[config.mk]
export PLATFORM = sky130hd
export DESIGN_NAME = aoc_ctrl
export DESIGN_NICKNAME = d
export VERILOG_FILES = /design/src/aoc_pkg.sv /design/src/aoc_ctrl.sv
export SDC_FILE = /design/constraint.sdc
export NUM_CORES = 1
export LEC_CHECK = 0
export BUFFER_PORTS_ARGS = -buffer_cell sky130_fd_sc_hd__buf_2
export CORE_AREA = 5 5 42 44
export DETAILED_ROUTE_END_ITERATION = 16
export DIE_AREA = 0 0 47 49
export PLACE_DENSITY = 0.61
export SLEW_MARGIN = 0
export SYNTH_ARGS = -nofsm -noshare
export SYNTH_HDL_FRONTEND = slang
export SYNTH_SLANG_ARGS = --single-unit
[constraint.sdc]
create_clock -name clk_i -period 2.05 [get_ports clk_i]
set_input_delay 0.205 -clock clk_i [delete_from_list [all_inputs] [get_ports clk_i]]
set_output_delay 0.205 -clock clk_i [all_outputs]
set_load 0.01 [all_outputs]
[src/aoc_pkg.sv]
// Package for the AES OFB cipher core: types, commands, constants and AES round functions.
// Used by aoc_ctrl, aoc_datapath and the top level; depends on nothing.
`default_nettype none
package aoc_pkg;

  localparam int unsigned RoundKeySlots = 15;
  localparam int unsigned SlotW = 4;
  localparam int unsigned BlockW = 128;

  typedef enum logic [1:0] {
    ACT_KEY  = 2'd0,
    ACT_IV   = 2'd1,
    ACT_DATA = 2'd2,
    ACT_NONE = 2'd3
  } action_e;

  typedef struct packed {
    logic key_we;
    logic iv_we;
    logic start;
    logic round_step;
    logic final_step;
    logic out_load;
  } dp_cmd_t;

  typedef struct packed {
    logic [SlotW-1:0] round_cnt;
  } dp_stat_t;

  function automatic logic [7:0] sbox(input logic [7:0] x);
    logic [7:0] t [256];
    t = '{
      8'h63,8'h7c,8'h77,8'h7b,8'hf2,8'h6b,8'h6f,8'hc5,8'h30,8'h01,8'h67,8'h2b,8'hfe,8'hd7,8'hab,8'h76,
      8'hca,8'h82,8'hc9,8'h7d,8'hfa,8'h59,8'h47,8'hf0,8'had,8'hd4,8'ha2,8'haf,8'h9c,8'ha4,8'h72,8'hc0,
      8'hb7,8'hfd,8'h93,8'h26,8'h36,8'h3f,8'hf7,8'hcc,8'h34,8'ha5,8'he5,8'hf1,8'h71,8'hd8,8'h31,8'h15,
      8'h04,8'hc7,8'h23,8'hc3,8'h18,8'h96,8'h05,8'h9a,8'h07,8'h12,8'h80,8'he2,8'heb,8'h27,8'hb2,8'h75,
      8'h09,8'h83,8'h2c,8'h1a,8'h1b,8'h6e,8'h5a,8'ha0,8'h52,8'h3b,8'hd6,8'hb3,8'h29,8'he3,8'h2f,8'h84,
      8'h53,8'hd1,8'h00,8'hed,8'h20,8'hfc,8'hb1,8'h5b,8'h6a,8'hcb,8'hbe,8'h39,8'h4a,8'h4c,8'h58,8'hcf,
      8'hd0,8'hef,8'haa,8'hfb,8'h43,8'h4d,8'h33,8'h85,8'h45,8'hf9,8'h02,8'h7f,8'h50,8'h3c,8'h9f,8'ha8,
      8'h51,8'ha3,8'h40,8'h8f,8'h92,8'h9d,8'h38,8'hf5,8'hbc,8'hb6,8'hda,8'h21,8'h10,8'hff,8'hf3,8'hd2,
      8'hcd,8'h0c,8'h13,8'hec,8'h5f,8'h97,8'h44,8'h17,8'hc4,8'ha7,8'h7e,8'h3d,8'h64,8'h5d,8'h19,8'h73,
      8'h60,8'h81,8'h4f,8'hdc,8'h22,8'h2a,8'h90,8'h88,8'h46,8'hee,8'hb8,8'h14,8'hde,8'h5e,8'h0b,8'hdb,
      8'he0,8'h32,8'h3a,8'h0a,8'h49,8'h06,8'h24,8'h5c,8'hc2,8'hd3,8'hac,8'h62,8'h91,8'h95,8'he4,8'h79,
      8'he7,8'hc8,8'h37,8'h6d,8'h8d,8'hd5,8'h4e,8'ha9,8'h6c,8'h56,8'hf4,8'hea,8'h65,8'h7a,8'hae,8'h08,
      8'hba,8'h78,8'h25,8'h2e,8'h1c,8'ha6,8'hb4,8'hc6,8'he8,8'hdd,8'h74,8'h1f,8'h4b,8'hbd,8'h8b,8'h8a,
      8'h70,8'h3e,8'hb5,8'h66,8'h48,8'h03,8'hf6,8'h0e,8'h61,8'h35,8'h57,8'hb9,8'h86,8'hc1,8'h1d,8'h9e,
      8'he1,8'hf8,8'h98,8'h11,8'h69,8'hd9,8'h8e,8'h94,8'h9b,8'h1e,8'h87,8'he9,8'hce,8'h55,8'h28,8'hdf,
      8'h8c,8'ha1,8'h89,8'h0d,8'hbf,8'he6,8'h42,8'h68,8'h41,8'h99,8'h2d,8'h0f,8'hb0,8'h54,8'hbb,8'h16
    };
    return t[x];
  endfunction

  function automatic logic [7:0] xtime(input logic [7:0] x);
    return {x[6:0], 1'b0} ^ (x[7] ? 8'h1b : 8'h00);
  endfunction

  // Byte i of the AES state sits at bits 127-8i down to 120-8i.
  function automatic logic [BlockW-1:0] sub_shift(input logic [BlockW-1:0] s);
    logic [BlockW-1:0] t;
    int unsigned src;
    for (int c = 0; c < 4; c++) begin
      for (int r = 0; r < 4; r++) begin
        src = ((c + r) % 4) * 4 + r;
        t[127-8*(c*4+r) -: 8] = sbox(s[127-8*src -: 8]);
      end
    end
    return t;
  endfunction

  function automatic logic [BlockW-1:0] mix_columns(input logic [BlockW-1:0] s);
    logic [BlockW-1:0] t;
    logic [7:0] a0, a1, a2, a3, all;
    for (int c = 0; c < 4; c++) begin
      a0 = s[127-32*c -: 8];
      a1 = s[119-32*c -: 8];
      a2 = s[111-32*c -: 8];
      a3 = s[103-32*c -: 8];
      all = a0 ^ a1 ^ a2 ^ a3;
      t[127-32*c -: 8] = a0 ^ all ^ xtime(a0 ^ a1);
      t[119-32*c -: 8] = a1 ^ all ^ xtime(a1 ^ a2);
      t[111-32*c -: 8] = a2 ^ all ^ xtime(a2 ^ a3);
      t[103-32*c -: 8] = a3 ^ all ^ xtime(a3 ^ a0);
    end
    return t;
  endfunction

endpackage
`default_nettype wire

[src/aoc_ctrl.sv]
// Controller of the AES OFB core: handshakes, round sequencing and the output register valid.
// Depends on aoc_pkg.
`default_nettype none
module aoc_ctrl (
  input  wire logic              clk_i,
  input  wire logic              rst_ni,
  input  wire logic              in_valid_i,
  output logic                   in_ready_o,
  input  wire logic [1:0]        action_i,
  input  wire logic [3:0]        slot_i,
  input  wire logic              out_ready_i,
  output logic                   out_valid_o,
  input  wire logic              cfg_valid_i,
  output logic                   cfg_ready_o,
  input  wire logic [1:0]        cfg_data_i,
  output aoc_pkg::dp_cmd_t       cmd_o,
  input  wire aoc_pkg::dp_stat_t stat_i
);
  import aoc_pkg::*;

  typedef enum logic [3:0] {
    S_IDLE  = 4'b0001,
    S_ROUND = 4'b0010,
    S_FINAL = 4'b0100,
    S_OUT   = 4'b1000
  } state_e;

  state_e     state_q, state_d;
  logic       ovalid_q, ovalid_d;
  logic [1:0] mode_q;
  logic [3:0] rounds;
  logic       acc;

  always_comb begin
    unique case (mode_q)
      2'd0:    rounds = 4'd10;
      2'd1:    rounds = 4'd12;
      default: rounds = 4'd14;
    endcase
  end

  assign in_ready_o  = (state_q == S_IDLE);
  assign acc         = in_valid_i && in_ready_o;
  assign cfg_ready_o = 1'b1;
  assign out_valid_o = ovalid_q;

  always_comb begin
    state_d  = state_q;
    ovalid_d = ovalid_q && !out_ready_i;
    cmd_o    = '0;
    unique case (state_q)
      S_IDLE: begin
        if (acc) begin
          unique case (action_e'(action_i))
            ACT_KEY:  cmd_o.key_we = ({1'b0, slot_i} < 5'(RoundKeySlots));
            ACT_IV:   cmd_o.iv_we = 1'b1;
            ACT_DATA: begin
              cmd_o.start = 1'b1;
              state_d     = S_ROUND;
            end
            default: ;
          endcase
        end
      end
      S_ROUND: begin
        cmd_o.round_step = 1'b1;
        if (stat_i.round_cnt == rounds - 4'd1) state_d = S_FINAL;
      end
      S_FINAL: begin
        cmd_o.final_step = 1'b1;
        state_d          = S_OUT;
      end
      S_OUT: begin
        if (!ovalid_d) begin
          cmd_o.out_load = 1'b1;
          ovalid_d       = 1'b1;
          state_d        = S_IDLE;
        end
      end
      default: state_d = S_IDLE;
    endcase
  end

  always_ff @(posedge clk_i or negedge rst_ni) begin
    if (!rst_ni) begin
      state_q  <= S_IDLE;
      ovalid_q <= 1'b0;
      mode_q   <= 2'd0;
    end else begin
      state_q  <= state_d;
      ovalid_q <= ovalid_d;
      if (cfg_valid_i) mode_q <= cfg_data_i;
    end
  end
endmodule
`default_nettype wire

# Word level (Yosys, flattened, before mapping)
# Index checks and enable logic that the tools add are counted.
# op_classes
n_addsub	1
order_cmp	1
n_eq_ne	12
n_mux	16
n_reduce_logical	6
# op_table
op	n
$mux 4	4
$pmux 4 s4	1
$mux 1	8
$mux 3	2
$pmux 3 s2	1
$eq 2x1->1 const B	2
$eq 4x1->1 const B	1
$eq 4x2->1 const B	1
$eq 4x3->1 const B	1
$eq 4x4->1	1
$eq 4x4->1 const B	1
$logic_not 2->1	2
$lt 4x4->1 const B	1
$ne 2x1->1 const B	2
$ne 2x2->1 const B	2
$reduce_and 4->1	1
$sub 4x1->4 const B	1
$eq 2x2->1 const B	1
$logic_and 1x1->1	2
$logic_not 1->1	1
# word_totals
regBits	7
inputBits	17
output_inout_bits	9
elab_cells	39

# Logic depth before layout (Yosys ltp)
# Gate-level depths: netlist (run 1).
# depth
depth_word	6
depth_mapped	5
ltp_nobuf	5

# Least setup slack after synthesis (run 1)
# OpenSTA, ideal clock, no wires.
# synth_path
kind	register to output
start	reg state_q[0]
end	out cmd_o[4] in the netlist's numbering
arrival_ns	1.251
required_ns	1.845
path_slack_ns	0.594
stages_incl_launch_ff	4
n_path_buf	0
path_cell_list	dfstp_2 -> nor4b_4 -> nand2_2 -> nor3b_2
# synth_rtl
item	line_no	text
start: declaration	aoc_ctrl.sv:28	state_e state_q, state_d;
start signal: assignment	aoc_ctrl.sv:90	state_q <= state_d;
end: declaration	aoc_ctrl.sv:16	output aoc_pkg::dp_cmd_t cmd_o,

==> results of run 1 <==
==> cell families after synthesis <==
group	after synthesis	synth area share
DFF	7	0.393
AOI/OAI and AO/OA	7	0.103
adders and majority gates	1	0.0279
other	1	0.00835
xor gates and xnor gates	3	0.0585
muxes	2	0.0501
and+or+nand+nor	16	0.326
buffers and inverters	3	0.0334
==> stage by stage <==
stage          power, mW  cells  hold WS (ps)
2_1_floorplan      0.197     40         -90.6
3_3_place_gp       0.225     79          42.1
3_5_place_dp       0.226     79          40.8
4_1_cts            0.354     84           146
5_1_grt            0.381     84           141
6_report           0.347     84           150
==> final cells by class <==
class	count	share of cell area
sequential	7	0.285
timing repair buffer	25	0.211
tap	16	0.0324
multi-input combinational	30	0.417
clock buffer	4	0.0425
inverter	2	0.0121
==> how the worst min path moves through the flow <==
stage | end | cells after the start
final | out_valid_o$_DFF_PN0_ | 2
after detailed placement | mode_q[0]$_DFFE_PN0P_ | 1
after global routing | out_valid_o$_DFF_PN0_ | 2
after CTS | out_valid_o$_DFF_PN0_ | 2
after global placement | mode_q[1]$_DFFE_PN0P_ | 1
after floorplan | mode_q[0]$_DFFE_PN0P_ | 0
==> synth_stat cells (2+ instances only) <==
library cell and count:
nor2b_1 2, mux2_1 2, dfrtp_1 6, a211oi_1 2
inv_1 2, xnor2_1 3, nor3_1 2, a21oi_1 2
==> registers in the layout (all words and copies together), names as in the netlist <==
signal,cells
mode_q,2
state_q,4
out_valid_o,1
==> routing by layer <==
metal / vias to the layer above / track usage / part of all wire
li1: 200 / - / -
met1: 180 / 0.110 / 0.34
met3: 2 / 0.0332 / 0.070
met4: 0 / 0.0691 / 0.018
met5: - / 0 / 0
met2: 13 / 0.158 / 0.57
==> layout by cell type, fill, tap and decap left out, types with 2 or more instances in the layout <==
master / instances
buf_2: 24
dfrtp_1: 6
xnor2_1: 3
clkbuf_4: 3
nor3_1: 2
nor2b_1: 2
inv_1: 2
a21oi_1: 2
a211oi_1: 2
mux2_1: 2
==> worst max-delay path: cells and delay by family (launching register included) <==
kind	cells	cell delay, ps
simple gates	3	590
flops	1	560
buf+inv	1	150
==> power breakdown <==
part	switching, mW	internal [mW]	leakage [nW]
registers	0.00638	0.146	0.0894
logic	0.0323	0.0397	0.207
clock network	0.0488	0.0741	0.0150
total	0.0875	0.259	0.311
==> timing repair <==
| action | CTS | global route |
|---|---|---|
| endpoints found under the hold margin | 7 | 0 |
| hold buffers | 1 | 0 |
| resized for setup | 0 | 0 |
| buffers inserted | 0 | 0 |
==> flow_metrics.py, run 1 <==
metrics = {
    "synthesis": {
        "synth_warnings": 0,
        "ys_seq_area_frac": 0.393,
        "yosys_register_bits": 7,
        "synth_top_area_share": 0.334,
        "syn-num-nets": 58,
        "synth_edf_count": 0,
        "syn_inst": 40,
        "synth_flop_cell": "dfrtp_1",
        "synth_cell_types": 27,
        "synth_top_area_cell": "dfrtp_1",
        "async_flop_share": 1.00,
        "syn-cell-area_um2": 449,
        "ys_top_cells_by_area": "dfrtp_1, dfstp_2, xnor2_1",
        "avgSynthCellArea_um2": 11.2,
    },
    "sta": {
        "worst_slack_ps": 287,
        "timing.setup.tns_ps": 0,
        "max_freq_mhz": 567,
        "period_minus_slack_ps": 1760,
        "fin_crit_sh": 0.860,
        "setup_viol": 0,
        "slew_violations": 0,
        "rsz0062_at_grt": "false",
        "finClkSkew_ps": 2.39,
        "hold_violations": 0,
    },
    "floorplanning": {
        "die_w_um": 47,
        "die_height_um": 49,
        "dieArea_um2": 2300,
        "initial_core_util": 0.321,
        "coreArea_um2": 1400,
        "io_pins": 26,
        "num_rows": 14,
    },
    "worst_setup_path": {
        "cp_slowest_cell": "dfstp_2",
        "rr_startpoint": "mode_q[1]$_DFFE_PN0P_",
        "worst_setup_path_end_kind": "output pin",
        "startpoint_type": "register",
        "worstSetupStartpoint": "state_q[0]$_DFFE_PN1P_",
        "cp.arrival_ps": 1560,
        "path_cells": "nor4b_4 > nand2_2 > nor3b_2 > buf_2",
        "crit_type": "reg2out",
        "critical_path.max_stage_delay_ps": 560,
        "critPathCapture": "cmd_o[4]",
        "cp_data_required_time_ps": 1850,
        "r2r-end": "state_q[2]$_DFFE_PN0P_",
        "reg2regPathDepth": 5,
        "r2r_slack_ps": 620,
        "crit_fanout": 5,
    },
    "finish": {
        "drive_gt1_frac": 0.485,
        "layout.nets": 87,
        "utilization": 0.441,
        "syn_to_final_growth_pct": 37.6,
        "multi_input_area_um2": 258,
        "seqCellArea_um2": 176,
        "stdcell_area_um2": 618,
        "diodes": 0,
        "fillers": 160,
    },
    "placed_design": {
        "port_buffers": 24,
        "routabilityCongestion": 0.699,
        "place_area_um2": 582,
        "dp_hpwl_um": 812,
        "post-place-ws_ps": 542,
    },
    "routing": {
        "final_antenna_net_count": 0,
        "wirelength_um": 948,
        "vias_per_cell": 4.70,
        "dr.pass1.iters": 2,
        "drt_iter0_drc": 3,
        "vias": 395,
        "post_drt_wl_per_cell_um": 11.3,
        "drcViolationCount": 0,
    },
    "outcome": {
        "status": "completed",
    },
    "min_path": {
        "min-delay-start": "out_ready_i",
        "hold_class": "in2reg",
    },
    "global_route": {
        "grt.total_usage": 0.101,
        "grt_pass1_vias": 395,
        "grt_max_degree": 8,
        "grt_pass1_wl_mm": 1.66,
        "antenna_found_initial": 0,
        "grt_overflow_total": 0,
    },
    "cts": {
        "cts_inserted_buffers": 3,
        "cts_tree": "done",
        "cts.sinks": 7,
        "clock_path_buffers": 2,
        "root_buffer": "clkbuf_4",
        "clkTransAtPathRegs_ps": 50,
        "htree_levels": 1,
        "insertion_delay_ps": 250,
    },
    "power_and_ir_drop": {
        "p_per_area_nw_per_um2": 561,
        "ir_drop_v": 0.000396,
        "cellLeakagePower_nw": 0.311,
    },
    "run": {
        "cap_violations": 0,
    },
}
No activity file was read; power rests on OpenSTA's default activity.
==> inputs of run 2 (changes only) <==
PLACE_DENSITY = unset   (was 0.61)
==> run 2 against run 1 <==
  * Sequential share of layout area is the same
  * Global-route usage decreased by 1.4 points
  * Sequential power about the same
  * Utilization stayed put
  * Cell area is the same
  * Fmax fell by 1.3%
  * Critical path type unchanged
  * Largest power group unchanged
==> flow_metrics.py, run 2 (synthesis gave the netlist of run 1 again) <==
metrics = {
    "outcome": {
        "status": "completed",
    },
    "routing": {
        "wirelength_um": 933,
        "vias_per_cell": 4.70,
        "final_antenna_net_count": 0,
        "vias": 395,
        "post_drt_wl_per_cell_um": 11.1,
        "dr.pass1.iters": 4,
        "drcViolationCount": 0,
        "drt_iter0_drc": 2,
    },
    "cts": {
        "root_buffer": "clkbuf_4",
        "clkTransAtPathRegs_ps": 50,
        "cts_tree": "done",
        "cts.repair.resized": 0,
        "postCtsSetupBuffers": 0,
        "cts.sinks": 7,
        "insertion_delay_ps": 240,
        "clock_path_buffers": 2,
        "htree_levels": 1,
        "cts_inserted_buffers": 3,
    },
    "min_path": {
        "hold_class": "in2reg",
    },
    "finish": {
        "diodes": 0,
        "layout_common_cells": "buf_2, dfrtp_1, xnor2_1, clkbuf_4",
        "largest_reg_flops": 4,
        "regMostFlops": "state_q",
        "layout_commonest_cell": "buf_2",
        "utilization": 0.441,
        "layout.nets": 87,
        "layout.cells.non_filler": 84,
        "drive_gt1_frac": 0.485,
        "syn_to_final_growth_pct": 37.6,
    },
    "worst_setup_path": {
        "crit_fanout": 5,
        "critical_path.max_stage_delay_ps": 560,
        "path_cells": "nor4b_4 > nand2_2 > nor3b_2 > buf_2",
        "crit_type": "reg2out",
        "crit_family": "simple AND/OR/NAND/NOR gates",
        "cp_slowest_cell": "dfstp_2",
        "worst_setup_path_end_kind": "output pin",
        "cp_data_required_time_ps": 1850,
        "cp.arrival_ps": 1580,
        "startpoint_type": "register",
        "cp_num_buf_inv": 1,
    },
    "sta": {
        "max_freq_mhz": 560,
        "hold_violations": 0,
        "slew_violations": 0,
        "setup_viol": 0,
        "rsz0062_at_grt": "false",
        "timing.setup.tns_ps": 0,
        "fin_crit_sh": 0.871,
        "finClkSkew_ps": 2.22,
        "period_minus_slack_ps": 1790,
    },
    "run": {
        "cap_violations": 0,
    },
    "floorplanning": {
        "io_pins": 26,
        "num_rows": 14,
        "die_height_um": 49,
        "die_w_um": 47,
        "coreArea_um2": 1400,
        "initial_core_util": 0.321,
        "dieArea_um2": 2300,
    },
    "placed_design": {
        "routabilityCongestion": 0.728,
        "dp.cells": 79,
        "dp_hpwl_um": 833,
        "port_buffers": 24,
    },
    "global_route": {
        "grt_overflow_total": 0,
        "grt_pass1_vias": 396,
        "grt.total_usage": 0.0872,
        "grt_max_degree": 8,
        "antenna_found_initial": 0,
        "grt_pass1_wl_mm": 1.50,
    },
    "power_and_ir_drop": {
        "cellLeakagePower_nw": 0.311,
        "ir_drop_v": 0.000350,
        "p_per_area_nw_per_um2": 554,
    },
}
==> run 2: area by class of cell <==
cell class                      count  area (um^2)
Inverter                            2         7.51
Fill cell                         153          783
Multi-Input combinational cell     30          258
Timing Repair Buffer               25          130
Tap cell                           16         20.0
Sequential cell                     7          176
Clock buffer                        4         26.3
==> run 2: power breakdown <==
part / switching [mW] / leakage, nW / internal [mW]
clock network: 0.0435 / 0.0150 / 0.0738
logic: 0.0333 / 0.207 / 0.0396
registers: 0.00632 / 0.0894 / 0.146
total: 0.0832 / 0.311 / 0.259
==> run 2: through the flow <==
stage          total power, mW  setup WS [ps]  hold WS [ps]  cell area (um^2)
2_1_floorplan            0.197            594         -90.6               449
3_3_place_gp             0.224            585          41.6               582
3_5_place_dp             0.227            543          44.6               582
4_1_cts                  0.348            266           153               618
5_1_grt                  0.368            170           155               618
6_report                 0.342            264           156               618
==> run 2: final timing paths <==
check | startpoint | to | slack [ps] | cells past startpoint
max | state_q[0]$_DFFE_PN1P_ | cmd_o[4] | 260 | 4
min | out_ready_i | out_valid_o$_DFF_PN0_ | 160 | 2
max reg2reg | mode_q[1]$_DFFE_PN0P_ | state_q[2]$_DFFE_PN0P_ | 580 | 5
min reg2reg | mode_q[0]$_DFFE_PN0P_ | mode_q[0]$_DFFE_PN0P_ | 520 | 1
max in group asynchronous | rst_ni | state_q[0]$_DFFE_PN1P_ | 1500 | 2
min in group asynchronous | rst_ni | state_q[3]$_DFFE_PN0P_ | 320 | 2
==> run 2: routing by layer <==
metal  part of all wire  routed length [um]  global-route usage
met5                  0                   0                   0
met4                  0                   0              0.0138
met1               0.39                 365              0.0874
met2               0.56                 523               0.163
met3              0.047                  44              0.0332
==> run 2: repair_timing <==
item	in CTS	in global routing
hold buffers	1	0
setup endpoints to repair	0	0
hold endpoints to repair	7	0
==> run 2: worst register-to-register path: stages (launching register included) <==
cell and delay, ps:
dfrtp_1 390, nor2b_1 210, ha_1 280, xnor2_1 210, nor2b_1 70, and4b_1 190
